==> src/rtl/core/bnj_pkg.sv <==
package bnj_pkg;

  localparam int CFG_INDEX_W = 3;
  localparam int CFG_DATA_W  = 20;

  localparam logic [CFG_INDEX_W-1:0] REG_NETWORK_ID     = 3'd0;
  localparam logic [CFG_INDEX_W-1:0] REG_BEACON_TIMEOUT = 3'd1;
  localparam logic [CFG_INDEX_W-1:0] REG_MISSED_LIMIT   = 3'd2;
  localparam logic [CFG_INDEX_W-1:0] REG_CAP_DURATION   = 3'd3;
  localparam logic [CFG_INDEX_W-1:0] REG_SLOT_DURATION  = 3'd4;
  localparam logic [CFG_INDEX_W-1:0] REG_GUARD          = 3'd5;

  localparam logic [7:0]  RST_NETWORK_ID     = 8'd0;
  localparam logic [19:0] RST_BEACON_TIMEOUT = 20'd19000;
  localparam logic [7:0]  RST_MISSED_LIMIT   = 8'd3;
  localparam logic [15:0] RST_CAP_DURATION   = 16'd0;
  localparam logic [15:0] RST_SLOT_DURATION  = 16'd1000;
  localparam logic [9:0]  RST_GUARD          = 10'd30;

  localparam logic OP_TICK  = 1'b0;
  localparam logic OP_FRAME = 1'b1;

  localparam logic [1:0] KIND_BEACON   = 2'd0;
  localparam logic [1:0] KIND_JOIN_ACK = 2'd1;
  localparam logic [1:0] KIND_OTHER    = 2'd2;
  localparam logic [1:0] KIND_RESERVED = 2'd3;

  localparam logic [1:0] ACT_NONE     = 2'd0;
  localparam logic [1:0] ACT_JOIN_REQ = 2'd1;
  localparam logic [1:0] ACT_DATA     = 2'd2;

  localparam logic [7:0]  MISS_MAX  = 8'hFF;
  localparam logic [23:0] DELAY_MAX = 24'hFF_FFFF;

  typedef enum logic [1:0] {
    MODE_SCANNING = 2'd0,
    MODE_JOINING  = 2'd1,
    MODE_RUNNING  = 2'd2,
    MODE_OFFLINE  = 2'd3
  } mode_t;

  typedef struct packed {
    logic       opcode;
    logic [7:0] frame_net;
    logic [1:0] frame_kind;
    logic [7:0] given_node_id;
    logic [7:0] given_slot;
  } item_t;

  typedef struct packed {
    logic [7:0]  network_id;
    logic [19:0] miss_timeout;
    logic [7:0]  missed_limit;
    logic [15:0] cap_length;
    logic [15:0] slot_duration_ms;
    logic [9:0]  guard_ms;
  } cfg_t;

  typedef struct packed {
    logic [1:0]  action;
    logic [23:0] slot_delay_ms;
    mode_t       node_mode;
    logic [7:0]  own_id;
    logic [7:0]  own_slot;
    logic [7:0]  miss_count;
  } result_t;

endpackage

==> src/rtl/core/bnj_delay.sv <==
module bnj_delay
  import bnj_pkg::*;
(
  input  cfg_t        cfg,
  input  logic [7:0]  slot_number,
  output logic [23:0] delay
);

  logic [7:0]  slot_m1;
  logic [23:0] slot_term;
  logic [24:0] sum;

  always_comb begin
    slot_m1   = slot_number - 8'd1;
    // slot 0 has no slot term
    slot_term = (slot_number == 8'd0) ? 24'd0 :
                (24'(slot_m1) * 24'(cfg.slot_duration_ms));
    sum       = {1'b0, slot_term} + {9'd0, cfg.cap_length} + {15'd0, cfg.guard_ms};
    delay     = sum[24] ? DELAY_MAX : sum[23:0];
  end

endmodule

==> src/rtl/core/bnj_state.sv <==
module bnj_state
  import bnj_pkg::*;
(
  input  logic    clk,
  input  logic    rst,
  input  logic    fire,
  input  item_t   item,
  input  cfg_t    cfg,
  output result_t result
);

  mode_t       mode, mode_next;
  logic [7:0]  node_ident, node_ident_next;
  logic [7:0]  slot_number, slot_number_next;
  logic [19:0] since_beacon, since_beacon_next;
  logic [7:0]  misses, misses_next;
  logic [23:0] delay;
  logic [1:0]  action;
  logic        own_net;

  bnj_delay u_delay (
    .cfg         (cfg),
    .slot_number (slot_number),
    .delay       (delay)
  );

  always_ff @(posedge clk) begin
    if (rst) begin
      mode         <= MODE_SCANNING;
      node_ident   <= 8'd0;
      slot_number  <= 8'd0;
      since_beacon <= 20'd0;
      misses       <= 8'd0;
    end else if (fire) begin
      mode         <= mode_next;
      node_ident   <= node_ident_next;
      slot_number  <= slot_number_next;
      since_beacon <= since_beacon_next;
      misses       <= misses_next;
    end
  end

  always_comb begin
    mode_next         = mode;
    node_ident_next   = node_ident;
    slot_number_next  = slot_number;
    since_beacon_next = since_beacon;
    misses_next       = misses;
    action            = ACT_NONE;
    own_net           = (item.frame_net == cfg.network_id);

    if (item.opcode == OP_TICK) begin
      if (since_beacon >= cfg.miss_timeout) begin
        since_beacon_next = 20'd0;
        misses_next       = (misses == MISS_MAX) ? misses : misses + 8'd1;
        if (misses_next >= cfg.missed_limit && mode == MODE_RUNNING) begin
          mode_next = MODE_OFFLINE;
        end
      end else begin
        since_beacon_next = since_beacon + 20'd1;
      end
    end else if (own_net) begin
      case (item.frame_kind)
        KIND_BEACON: begin
          since_beacon_next = 20'd0;
          misses_next       = 8'd0;
          case (mode)
            MODE_SCANNING: mode_next = MODE_JOINING;
            MODE_OFFLINE: begin
              mode_next       = MODE_JOINING;
              node_ident_next = 8'd0;
            end
            default: mode_next = mode;
          endcase
          if (mode_next == MODE_JOINING && node_ident_next == 8'd0) begin
            action = ACT_JOIN_REQ;
          end else if (mode_next == MODE_RUNNING) begin
            action = ACT_DATA;
          end
        end
        KIND_JOIN_ACK: begin
          if (mode == MODE_JOINING) begin
            node_ident_next  = item.given_node_id;
            slot_number_next = item.given_slot;
            mode_next        = MODE_RUNNING;
          end
        end
        default: action = ACT_NONE;
      endcase
    end

    result.action        = action;
    result.slot_delay_ms = (action == ACT_DATA) ? delay : 24'd0;
    result.node_mode     = mode_next;
    result.own_id        = node_ident_next;
    result.own_slot      = slot_number_next;
    result.miss_count    = misses_next;
  end

endmodule

==> src/rtl/core/beacon_tdma_node_join_fsm.sv <==
// Pipeline: an accepted item waits in the input register, then its result is captured
// in the result register.
// Throughput: one item per cycle while result_stall does not hold the output; the node
// state updates as the result register loads, so back-to-back items see each other's effect.
// Reset (rst, synchronous): node scanning, id/slot/counters zero, registers to defaults,
// both pipeline stages empty.
module beacon_tdma_node_join_fsm
  import bnj_pkg::*;
(
  input  logic                   clk,
  input  logic                   rst,
  input  logic                   cfg_we,
  input  logic [CFG_INDEX_W-1:0] cfg_index,
  input  logic [CFG_DATA_W-1:0]  cfg_data,
  input  logic                   item_valid,
  output logic                   item_stall,
  input  logic                   opcode,
  input  logic [7:0]             frame_net,
  input  logic [1:0]             frame_kind,
  input  logic [7:0]             given_node_id,
  input  logic [7:0]             given_slot,
  output logic                   result_valid,
  input  logic                   result_stall,
  output logic [1:0]             action,
  output logic [23:0]            slot_delay_ms,
  output logic [1:0]             node_mode,
  output logic [7:0]             own_id,
  output logic [7:0]             own_slot,
  output logic [7:0]             miss_count
);

  cfg_t    cfg;
  item_t   item_in;
  item_t   s1_item;
  logic    s1_valid;
  logic    advance;
  logic    take;
  result_t step_result;
  result_t result;

  always_ff @(posedge clk) begin
    if (rst) begin
      cfg.network_id       <= RST_NETWORK_ID;
      cfg.miss_timeout     <= RST_BEACON_TIMEOUT;
      cfg.missed_limit     <= RST_MISSED_LIMIT;
      cfg.cap_length       <= RST_CAP_DURATION;
      cfg.slot_duration_ms <= RST_SLOT_DURATION;
      cfg.guard_ms         <= RST_GUARD;
    end else if (cfg_we) begin
      case (cfg_index)
        REG_NETWORK_ID:     cfg.network_id       <= cfg_data[7:0];
        REG_BEACON_TIMEOUT: cfg.miss_timeout     <= cfg_data[19:0];
        REG_MISSED_LIMIT:   cfg.missed_limit     <= cfg_data[7:0];
        REG_CAP_DURATION:   cfg.cap_length       <= cfg_data[15:0];
        REG_SLOT_DURATION:  cfg.slot_duration_ms <= cfg_data[15:0];
        REG_GUARD:          cfg.guard_ms         <= cfg_data[9:0];
        default:            cfg                  <= cfg;
      endcase
    end
  end

  // input register drains into the result register whenever that one is free or leaving
  assign advance    = s1_valid && (!result_valid || !result_stall);
  assign item_stall = s1_valid && !advance;
  assign take       = item_valid && !item_stall;

  assign item_in.opcode        = opcode;
  assign item_in.frame_net     = frame_net;
  assign item_in.frame_kind    = frame_kind;
  assign item_in.given_node_id = given_node_id;
  assign item_in.given_slot    = given_slot;

  always_ff @(posedge clk) begin
    if (rst) begin
      s1_valid <= 1'b0;
    end else if (take) begin
      s1_valid <= 1'b1;
    end else if (advance) begin
      s1_valid <= 1'b0;
    end
  end

  always_ff @(posedge clk) begin
    if (take) begin
      s1_item <= item_in;
    end
  end

  bnj_state u_state (
    .clk    (clk),
    .rst    (rst),
    .fire   (advance),
    .item   (s1_item),
    .cfg    (cfg),
    .result (step_result)
  );

  always_ff @(posedge clk) begin
    if (rst) begin
      result_valid <= 1'b0;
    end else if (advance) begin
      result_valid <= 1'b1;
    end else if (!result_stall) begin
      result_valid <= 1'b0;
    end
  end

  always_ff @(posedge clk) begin
    if (advance) begin
      result <= step_result;
    end
  end

  assign action        = result.action;
  assign slot_delay_ms = result.slot_delay_ms;
  assign node_mode     = result.node_mode;
  assign own_id        = result.own_id;
  assign own_slot      = result.own_slot;
  assign miss_count    = result.miss_count;

endmodule

==> config.mk <==
export PLATFORM = sky130hd
export DESIGN_NAME = beacon_tdma_node_join_fsm
export DESIGN_NICKNAME = d
export VERILOG_FILES = /design/src/rtl/core/bnj_pkg.sv /design/src/rtl/core/bnj_delay.sv /design/src/rtl/core/bnj_state.sv /design/src/rtl/core/beacon_tdma_node_join_fsm.sv
export SDC_FILE = /design/constraint.sdc
export NUM_CORES = 1
export LEC_CHECK = 0
export ABC_AREA = 0
export BUFFER_PORTS_ARGS = -buffer_cell sky130_fd_sc_hd__buf_4
export CAP_MARGIN = 10
export CELL_PAD_IN_SITES_DETAIL_PLACEMENT = 0
export CELL_PAD_IN_SITES_GLOBAL_PLACEMENT = 1
export CORE_MARGIN = 5
export CORE_UTILIZATION = 43
export DETAILED_ROUTE_END_ITERATION = 16
export PLACE_DENSITY = 0.77
export SLEW_MARGIN = 30
export SYNTH_ARGS = -nofsm -noshare
export SYNTH_HDL_FRONTEND = slang
export SYNTH_SLANG_ARGS = --single-unit
export TNS_END_PERCENT = 20
==> constraint.sdc <==
create_clock -name clk -period 7.14 [get_ports clk]
set_input_delay 0 -clock clk [delete_from_list [all_inputs] [get_ports clk]]
set_output_delay 0 -clock clk [all_outputs]
set_load 0.01 [all_outputs]
==> flow_metrics.env, run 1 <==
export IMPL_pwr_share_clk=0.315
export IMPL_first_iter_violations=479
export IMPL_htree_num_levels=1
export IMPL_synth_compound_area_frac=0.135
export IMPL_path_clk_slew_ns=0.06
export IMPL_worstSetupStartpointType="register"
export IMPL_grt_pass1_wl_microns=58100
export IMPL_met2_length_microns=17000
export IMPL_status="complete, no violations"
export IMPL_cp_required_ns=7.41
export IMPL_vdd_drop_max_mv=0.193
export IMPL_stdcell_area_sq_um=17500
export IMPL_coreArea_sq_um=32500
export IMPL_vias=11200
export IMPL_finalMaxSlewViolations=0
export IMPL_min_period_ns=6.94
export IMPL_syn_area_sq_um=14200
export IMPL_ios=109
export IMPL_antenna_found_initial=1
export IMPL_wl_met3_microns=1770
export IMPL_cap_viol_max_count=0
export IMPL_setup_viol=0
export IMPL_crit_path_end_kind="register"
export IMPL_netlist_instances=1555
export IMPL_clock_sinks=205
export IMPL_clock_path_buffers=3
export IMPL_grt_pass1_vias=11400
export IMPL_die_area_sq_um=36700
export IMPL_die_y_microns=192
export IMPL_ys_ff_latch=205
export IMPL_highest_layer="met5"
export IMPL_p_sw_mw=1.21
export IMPL_insertion_delay_ns=0.54
export IMPL_final_antenna_net_count=0
export IMPL_ys_flop_type="dfxtp_1"
export IMPL_seqPwrFrac=0.342
export IMPL_cellPowerDensity_nw_per_um2=212
export IMPL_fin_ws_ns=0.205
export IMPL_fin_util=0.539
export IMPL_syn_to_final_growth_pct=23.6
export IMPL_cts_root_buf="clkbuf_16"
export IMPL_wl_per_cell_microns=16.0
export IMPL_dp_hpwl_microns=26100
export IMPL_placed_cells=2086
export IMPL_routed_wirelength_microns=35300
export IMPL_nNetsFinal=1992
export IMPL_grt_overflow_total=0
export IMPL_viasPerCell=5.09
export IMPL_critical_path_class="register to register"
export IMPL_rows=66
export IMPL_cts_made_buffers=24
export IMPL_yosys_area_share_simple=0.188
export IMPL_pwr_share_comb=0.344
export IMPL_synthAdderAreaFrac=0.221
export IMPL_floorplan_initialDensity=0.436
export IMPL_cts_tree="done"
export IMPL_skew_ns=0.0277
export IMPL_hold_viol_final=0
export IMPL_period_share=0.971
export IMPL_io_buffers=108
export IMPL_cp_max_fo=6
export IMPL_drive_above_1_share=0.178
export IMPL_synth_enable_flop_cells=79
export IMPL_sw_frac_of_total=0.325
export IMPL_wl_met1_microns=16000
export IMPL_gp_congestion=0.900
export IMPL_track_usage=0.193
export IMPL_max_stage_delay_ns=0.52
export IMPL_leakage_nw=7.53
export IMPL_synthArstFlopShare=0
export IMPL_yosys_cell_types_count=66
export IMPL_cp_slowest_cell="fa_1"
export IMPL_worst_pin_slew_ns=0.902
export IMPL_final_fill_count=3025
export IMPL_synth_top_family_by_area="adder cells"
export IMPL_worstPathArrival_ns=7.21
export IMPL_grt_max_degree=106
export IMPL_place_ws_ns=-0.124
export IMPL_fmax_mhz=144
export IMPL_final_cell_count_no_fill=2204
export IMPL_hp_class="input pin to register"
export IMPL_syn_avg_cell_area_sq_um=9.12
export IMPL_die_w_microns=192
export IMPL_remaining_drc_errors=0
export IMPL_synthMuxAreaShare=0.0149
export IMPL_synth_warnings=0
export IMPL_seq_area_frac_synth=0.345
export IMPL_place_area_sq_um=15600
export IMPL_dr_pass1_iters=5
export IMPL_synth_nets=1803
export IMPL_p_int_mw=2.51
export IMPL_n_antenna_cell=0
export IMPL_timing_hold_ws_ns=0.0262
export IMPL_synth_xor_area_share=0.0356
export IMPL_max_slew_margin=0.396
logic make-up (layout without fill, tap and decap cells):
group,Yosys count,after routing
AOI/OAI and AO/OA,301,301
xor gates and xnor gates,56,56
adders and majority gates,193,193
buffers and inverters,224,429
DFF,205,205
muxes,20,20
and+or+nand+nor,556,558
path summary, 6_finish.rpt:
| path | to | startpoint | slack, ns | cells after the start |
|---|---|---|---|---|
| setup reg to reg | slot_delay_ms[23] | u_state.slot_number[2] | 0.20 | 29 |
| hold / removal | cfg[43] | cfg_index[0] | 0.03 | 4 |
| setup / recovery | slot_delay_ms[23] | u_state.slot_number[2] | 0.20 | 29 |
| hold reg to reg | cfg[65] | cfg[65] | 0.46 | 2 |
critical path, delay by kind of cell, from the launching register on:
family | cells | cell delay (ns)
fa+ha+maj | 7 | 2.98
xor+xnor | 2 | 0.31
flops | 1 | 0.36
buf+inv | 8 | 0.80
compound gates | 4 | 0.99
simple gates | 8 | 1.23
power groups by stage:
stage	registers, mW	logic, mW	clock network (mW)
finish	1.27	1.28	1.17
global route	1.27	1.41	1.25
CTS	1.27	1.13	1.20
detailed placement	1.29	1.04	0
global placement	1.29	1.04	0
floorplan	1.29	0.722	0
layout by cell type, fill, tap and decap left out, types with 10 or more instances in the layout:
cell / n
nand2_1: 258
inv_1: 160
buf_4: 157
dfxtp_1: 122
a21oi_1: 120
fa_1: 95
ha_1: 81
edfxtp_1: 79
nor2_1: 68
dlygate4sd3_1: 57
and2_1: 51
nor2b_1: 42
nand2b_1: 33
a21oi_2: 30
a21o_1: 29
xnor2_1: 27
o21ai_0: 25
clkbuf_16: 24
nand3_1: 23
xor2_1: 22
and3_1: 18
ha_4: 15
a31oi_1: 14
nand4_1: 12
mux2i_1: 11
o21a_1: 10
a22o_1: 10
nand3b_1: 10
repair_timing:
| item | 4_1_cts | 5_1_grt |
|---|---|---|
| pin swaps | 7 | 52 |
| buffers inserted | 6 | 9 |
| setup endpoints to repair | 22 | 24 |
| gates cloned | 2 | 0 |
| hold buffers | 57 | 0 |
| resized for setup | 17 | 60 |
| hold endpoints to repair | 110 | 0 |
registers in the layout, indices dropped and copies added, names as in the netlist:
register,cells
own_id,8
action,2
u_state.mode,2
miss_count,8
u_state.misses,8
u_state.since_beacon,20
cfg,78
result_valid,1
s1_valid,1
own_slot,8
slot_delay_ms,24
s1_item,27
node_mode,2
u_state.node_ident,8
u_state.slot_number,8
metal layers:
layer / GRT usage / vias up
li1: - / 5574
met1: 0.263 / 5379
met2: 0.333 / 214
met3: 0.0274 / 44
met4: 0.0359 / 2
met5: 0 / -
per-stage QoR:
stage	TNS [ns]	power (mW)
after CTS	0	3.60
final	0	3.71
after detailed placement	-1.92	2.34
after global routing	-0.820	3.93
after floorplan	0	2.01
after global placement	0	2.33
synthesized netlist by cell type (12+ instances only):
cell	count	area, sq um
a21o_1	29	218
a21oi_1	133	666
a21oi_2	20	175
a31oi_1	16	100
and2_1	52	325
and3_1	20	125
clkbuf_1	47	176
dfxtp_1	126	2520
edfxtp_1	79	2370
fa_1	95	1900
ha_1	98	1230
inv_1	166	623
nand2_1	264	991
nand2b_1	33	206
nand3_1	24	120
nand4_1	12	75.1
nor2_1	69	259
nor2b_1	43	269
o21ai_0	29	145
xnor2_1	30	263
xor2_1	24	210
area by class of cell:
type	instances	area, sq um	share of cell area
inverter	166	623	0.0355
clock buffer	34	678	0.0387
multi-input combinational	1128	8870	0.506
tap	442	553	0.0315
clock inverter	10	80.1	0.00457
sequential	205	4900	0.280
timing repair buffer	219	1830	0.104
No activity file was read; power rests on OpenSTA's default activity.
==> run 2: changes to the inputs <==
- CORE_UTILIZATION: 43 -> 48
- CTS_CLUSTER_DIAMETER: default -> 120
- PLACE_DENSITY: 0.77 -> 0.81
- clock period: 7.14 -> 6.51 ns (I/O delays scaled with it)
==> flow_metrics.env, run 2 (synthesized netlist as in run 1, its figures left out) <==
export IMPL_worstPathArrival_ns=6.98
export IMPL_track_usage=0.220
export IMPL_period_share=1.03
export IMPL_violations="hold timing, setup timing"
export IMPL_place_ws_ns=-0.399
export IMPL_cp_max_fo=6
export IMPL_cts_root_buf="clkbuf_16"
export IMPL_final_fill_count=2486
export IMPL_io_buffers=108
export IMPL_hold_start="rst"
export IMPL_die_y_microns=182
export IMPL_cts_made_buffers=25
export IMPL_cellPowerDensity_nw_per_um2=246
export IMPL_placed_cells=2101
export IMPL_vdd_drop_max_mv=0.185
export IMPL_die_area_sq_um=33100
export IMPL_routed_wirelength_microns=36400
export IMPL_clock_sinks=205
export IMPL_viasPerCell=5.23
export IMPL_cap_viol_max_count=0
export IMPL_worst_pin_slew_ns=0.929
export IMPL_crit_path_end_kind="register"
export IMPL_setup_tns_final_ns=-2.73
export IMPL_insertion_delay_ns=0.53
export IMPL_crit_top_cell="fa_1"
export IMPL_min_period_ns=6.70
export IMPL_coreArea_sq_um=29400
export IMPL_place_area_sq_um=16400
export IMPL_syn_to_final_growth_pct=28.6
export IMPL_min_to="u_state.since_beacon[1]"
export IMPL_vias=11600
export IMPL_reg2reg_to="slot_delay_ms[23]"
export IMPL_leakage_nw=7.93
export IMPL_status="finished with violations"
export IMPL_rrSetupSlack_ns=-0.19
export IMPL_gp_congestion=0.850
export IMPL_antenna_found_initial=2
export IMPL_dp_hpwl_microns=26800
export IMPL_max_stage_delay_ns=0.54
export IMPL_wl_per_cell_microns=16.4
export IMPL_grt_max_degree=106
export IMPL_floorplan_initialDensity=0.482
export IMPL_rr_worst_depth=27
export IMPL_max_flop_register="cfg"
export IMPL_grt_overflow_total=0
export IMPL_fmax_mhz=149
export IMPL_grt_pass1_vias=12200
export IMPL_htree_num_levels=1
export IMPL_hold_viol_final=5
export IMPL_die_w_microns=182
export IMPL_dr_pass1_iters=5
export IMPL_path_clk_slew_ns=0.06
export IMPL_r2r_start="u_state.slot_number[2]"
export IMPL_rsz0062_at_grt="yes"
export IMPL_final_common_cell="nand2_1"
export IMPL_worstSetupStartpointType="register"
export IMPL_cp_required_ns=6.79
export IMPL_rows=63
export IMPL_layout_common_cells="nand2_1, buf_4, inv_1"
export IMPL_drive_above_1_share=0.228
export IMPL_remaining_drc_errors=0
export IMPL_first_iter_violations=531
export IMPL_final_antenna_net_count=0
export IMPL_hp_class="input pin to register"
export IMPL_setup_viol=23
export IMPL_largest_reg_flops=78
export IMPL_ios=109
export IMPL_clock_path_buffers=3
export IMPL_final_cell_count_no_fill=2217
export IMPL_path_delay_family="adder cells"
export IMPL_skew_ns=0.0180
export IMPL_cts_tree="done"
export IMPL_crit_buf_inv=5
export IMPL_timing_hold_ws_ns=-0.0345
export IMPL_max_slew_margin=0.381
export IMPL_finalMaxSlewViolations=0
export IMPL_fin_ws_ns=-0.189
export IMPL_grt_pass1_wl_microns=60500
export IMPL_critical_path_class="register to register"
export IMPL_holdPathStages=2
export IMPL_stdcell_area_sq_um=18200
export IMPL_cp_slowest_cell="fa_1"
export IMPL_nNetsFinal=2056
-- run 2: cell types whose count changed in the layout (fill, tap and decap cells not counted), moves of 4 or more --
cell	change
and2_1	-5
and2_4	+5
bufinv_16	+4
dlygate4sd3_1	-6
buf_4	+69
nor2_1	-4
-- run 2: routing by layer --
metal,GRT usage,up-vias,routed length (microns)
li1,-,5695,-
met1,0.273,5600,15800
met2,0.400,215,18300
met3,0.0317,74,1350
met4,0.0564,2,951
met5,0,-,20
-- run 2: worst reg2reg max path, stage by stage (launching register included) --
cell	delay (ns)
dfxtp_4	0.36
buf_4	0.16
nor2_4	0.12
nand2_4	0.07
xor2_4	0.15
buf_4	0.16
nand2b_4	0.15
fa_2	0.42
fa_1	0.54
inv_1	0.05
fa_1	0.52
inv_1	0.05
fa_1	0.53
inv_1	0.06
ha_4	0.27
o211ai_1	0.13
o21ai_2	0.18
xnor2_1	0.11
nor2_2	0.19
fa_1	0.49
ha_4	0.32
o21a_1	0.14
nor2_2	0.06
o31ai_4	0.27
a311oi_2	0.13
and4bb_2	0.34
nand4_1	0.17
o311a_1	0.33
-- run 2: layout make-up --
| class | count | area, sq um | area share |
|---|---|---|---|
| multi-input cells | 1128 | 9080 | 0.498 |
| flip-flops and latches | 205 | 4910 | 0.269 |
| repair buffers | 282 | 2260 | 0.124 |
| clock buffers | 34 | 709 | 0.0389 |
| inverters | 166 | 626 | 0.0343 |
| well taps | 390 | 488 | 0.0268 |
| clock inverters | 11 | 161 | 0.00885 |
| diodes | 1 | 2.50 | 0.000137 |
-- run 2: where the power goes --
group / total (mW) / internal (mW) / switching, mW
Clock: 1.47 / 0.919 / 0.551
Combinational: 1.63 / 0.817 / 0.808
Sequential: 1.39 / 1.37 / 0.0214
-- run 2: worst max path at each step --
| stage | endpoint | cells after the start | start | slack [ns] |
|---|---|---|---|---|
| CTS | slot_delay_ms[23] | 27 | u_state.slot_number[2] | -0.14 |
| global placement | slot_delay_ms[0] | 26 | u_state.slot_number[5] | -0.28 |
| global route | slot_delay_ms[21] | 27 | u_state.slot_number[2] | -0.42 |
| detailed placement | slot_delay_ms[0] | 26 | u_state.slot_number[5] | -0.40 |
| floorplan | slot_delay_ms[2] | 29 | u_state.slot_number[0] | -0.09 |
| finish | slot_delay_ms[23] | 27 | u_state.slot_number[2] | -0.19 |
-- run 2: what timing repair did --
| item | in CTS | in global routing |
|---|---|---|
| hold endpoints to repair | 107 | 0 |
| endpoints found under the setup margin | 24 | 24 |
| pin swaps | 76 | 13 |
| hold buffers | 51 | 0 |
| buffers inserted | 11 | 6 |
| resized for setup | 55 | 7 |
| gates cloned | 2 | 0 |
-- run 2: stage by stage --
stage | total power [mW] | utilization
2_1_floorplan | 2.34 | -
3_3_place_gp | 2.85 | 0.558
3_5_place_dp | 2.87 | 0.558
4_1_cts | 4.49 | 0.618
5_1_grt | 4.73 | 0.620
6_report | 4.48 | 0.620
==> run 3: changes to the inputs <==
- ABC_AREA: 0 -> 1
- CORE_UTILIZATION: 48 -> 46
- PLACE_DENSITY: 0.81 -> 0.8
==> flow_metrics.env, run 3 <==
export IMPL_rsz0062_at_grt="yes"
export IMPL_hp_class="input pin to register"
export IMPL_synthArstFlopShare=0
export IMPL_syn_area_sq_um=14700
export IMPL_cts_made_buffers=24
export IMPL_syn_avg_cell_area_sq_um=7.81
export IMPL_insertion_delay_ns=0.53
export IMPL_rr_worst_depth=41
export IMPL_crit_top_cell="nand2_2"
export IMPL_viasPerCell=5.02
export IMPL_htree_num_levels=1
export IMPL_path_clk_slew_ns=0.06
export IMPL_hold_viol_final=0
export IMPL_dr_pass1_iters=5
export IMPL_worstSetupStartpointType="register"
export IMPL_synth_nets=2126
export IMPL_rows=65
export IMPL_synth_area_top_cells="dfxtp_1, edfxtp_1, fa_1"
export IMPL_endpoint="slot_delay_ms[21]"
export IMPL_grt_pass1_wl_microns=65100
export IMPL_routed_wirelength_microns=40300
export IMPL_met3_usage=0.0328
export IMPL_cp_slowest_cell="fa_1"
export IMPL_netlist_instances=1878
export IMPL_final_common_cell="inv_1"
export IMPL_die_area_sq_um=35500
export IMPL_yosys_cell_types_count=40
export IMPL_synth_enable_flop_cells=79
export IMPL_yosys_top_cells_count="inv_1, nand2_1, nor2_1"
export IMPL_grt_max_degree=75
export IMPL_setup_viol=17
export IMPL_grt_pass1_vias=13100
export IMPL_ios=109
export IMPL_final_fill_count=2841
export IMPL_cts_tree="done"
export IMPL_worst_pin_slew_ns=0.859
export IMPL_worstPathArrival_ns=6.95
export IMPL_wl_per_cell_microns=15.5
export IMPL_max_stage_delay_ns=0.52
export IMPL_clock_sinks=205
export IMPL_floorplan_initialDensity=0.465
export IMPL_fmax_mhz=152
export IMPL_synth_top_cell_area_share=0.172
export IMPL_track_usage=0.222
export IMPL_yosysMostFrequentCell="inv_1"
export IMPL_grt_overflow_total=0
export IMPL_largest_reg_flops=78
export IMPL_crit_buf_inv=10
export IMPL_rrSetupSlack_ns=-0.06
export IMPL_crit_start="u_state.slot_number[2]"
export IMPL_r2r_start="u_state.slot_number[2]"
export IMPL_drive_above_1_share=0.220
export IMPL_cts_root_buf="clkbuf_16"
export IMPL_period_share=1.01
export IMPL_clock_path_buffers=3
export IMPL_crit_path_end_kind="register"
export IMPL_ys_flop_type="dfxtp_1"
export IMPL_gp_congestion=0.926
export IMPL_status="finished with violations"
export IMPL_cp_max_fo=4
export IMPL_min_period_ns=6.57
export IMPL_seq_area_frac_synth=0.334
export IMPL_die_w_microns=189
export IMPL_use_met1=0.286
export IMPL_io_buffers=108
export IMPL_max_slew_margin=0.427
export IMPL_ys_ff_latch=205
export IMPL_synth_warnings=0
export IMPL_use_met2=0.384
export IMPL_cap_viol_max_count=0
export IMPL_final_antenna_net_count=0
export IMPL_hold_start="cfg_we"
export IMPL_coreArea_sq_um=31600
export IMPL_path_delay_family="adder cells"
export IMPL_yosysTopAreaCell="dfxtp_1"
export IMPL_cp_depth=41
export IMPL_dp_hpwl_microns=30600
export IMPL_die_y_microns=189
export IMPL_fin_ws_ns=-0.0552
export IMPL_cp_required_ns=6.90
export IMPL_vias=13000
export IMPL_critical_path_class="register to register"
export IMPL_skew_ns=0.0219
export IMPL_grt_busiest_layer="met2"
export IMPL_fin_util=0.603
export IMPL_violations="setup timing"
export IMPL_antenna_found_initial=0
export IMPL_first_iter_violations=830
export IMPL_remaining_drc_errors=0
export IMPL_max_flop_register="cfg"
export IMPL_timing_hold_ws_ns=0.0423
export IMPL_nNetsFinal=2423
export IMPL_finalMaxSlewViolations=0
export IMPL_reg2reg_to="slot_delay_ms[21]"
export IMPL_syn_to_final_growth_pct=29.8
export IMPL_layout_common_cells="inv_1, nand2_1, buf_4"
## run 3: changes by cell type after synthesis, sizes merged, moves of 33 or more
cell / before / now
inv: 166 / 363
nor2: 70 / 198
nand2: 264 / 360
o21ai: 37 / 124
nand3: 24 / 82
and2: 52 / 0
nor2b: 43 / 0
nand2b: 33 / 0
## run 3: logic make-up (layout without fill, tap and decap cells)
family                     count (synthesis)  in the layout  share of synthesized area
AOI/OAI and AO/OA                        337            337                      0.127
adders and majority gates                193            193                      0.213
DFF                                      205            205                      0.334
xor gates and xnor gates                  37             37                     0.0221
and+or+nand+nor                          689            689                      0.196
other                                      0              1                          0
buffers and inverters                    417            731                      0.108
## run 3: how the worst min path moves through the flow
stage                       end  slack (ns)  depth (start not counted)
floorplan            s1_item[0]         0.1                          0
global placement    s1_item[15]        0.18                          1
detailed placement  s1_item[26]        0.18                          1
CTS                     cfg[43]        0.02                          6
global route            cfg[43]        0.09                          6
finish                  cfg[43]        0.04                          6
## run 3: area by class of cell
class | instances | area (sq um) | share of cell area
diodes | 1 | 2.50 | 0.000132
multi-input cells | 1256 | 8820 | 0.464
flip-flops and latches | 205 | 4900 | 0.257
well taps | 402 | 503 | 0.0264
clock buffers | 35 | 742 | 0.0390
repair buffers | 323 | 2630 | 0.138
clock inverters | 8 | 58.8 | 0.00309
inverters | 365 | 1370 | 0.0721
## run 3: routing by layer
layer  vias to the layer above  part of all wire  routed length [microns]
li1                       6569                 -                        -
met1                      6085              0.44                    17600
met2                       303              0.48                    19400
met3                        78             0.045                     1810
met5                         -                 0                        0
met4                         0             0.037                     1480
## run 3: repair_timing
item / 4_1_cts / 5_1_grt
buffers inserted: 28 / 4
setup endpoints to repair: 24 / 24
pin swaps: 36 / 50
hold buffers: 55 / 0
hold endpoints to repair: 122 / 0
gates cloned: 1 / 0
gates resized for setup: 89 / 72
## run 3: tightest hold or removal path, stage by stage
cell and delay [ns]:
buf_4 0.12, inv_1 0.04, nor2_1 0.04, inv_1 0.09, nor3_1 0.09, o211ai_1 0.15
## run 3: through the flow
step                      instances  setup TNS [ns]  worst slack (ns)  cell area, sq um
after floorplan                1878               0           0.00222             14700
after detailed placement       2464          -10.62            -0.473             16800
after global placement         2464           -7.99            -0.354             16800
after CTS                      2590       -0.000213         -0.000213             18700
final                          2595          -0.469           -0.0552             19000
after global routing           2594           -8.17            -0.394             19000
Power of run 3 is not shown: default switching activity piles up to over one toggle a cycle in this logic, so the estimate is an artifact.
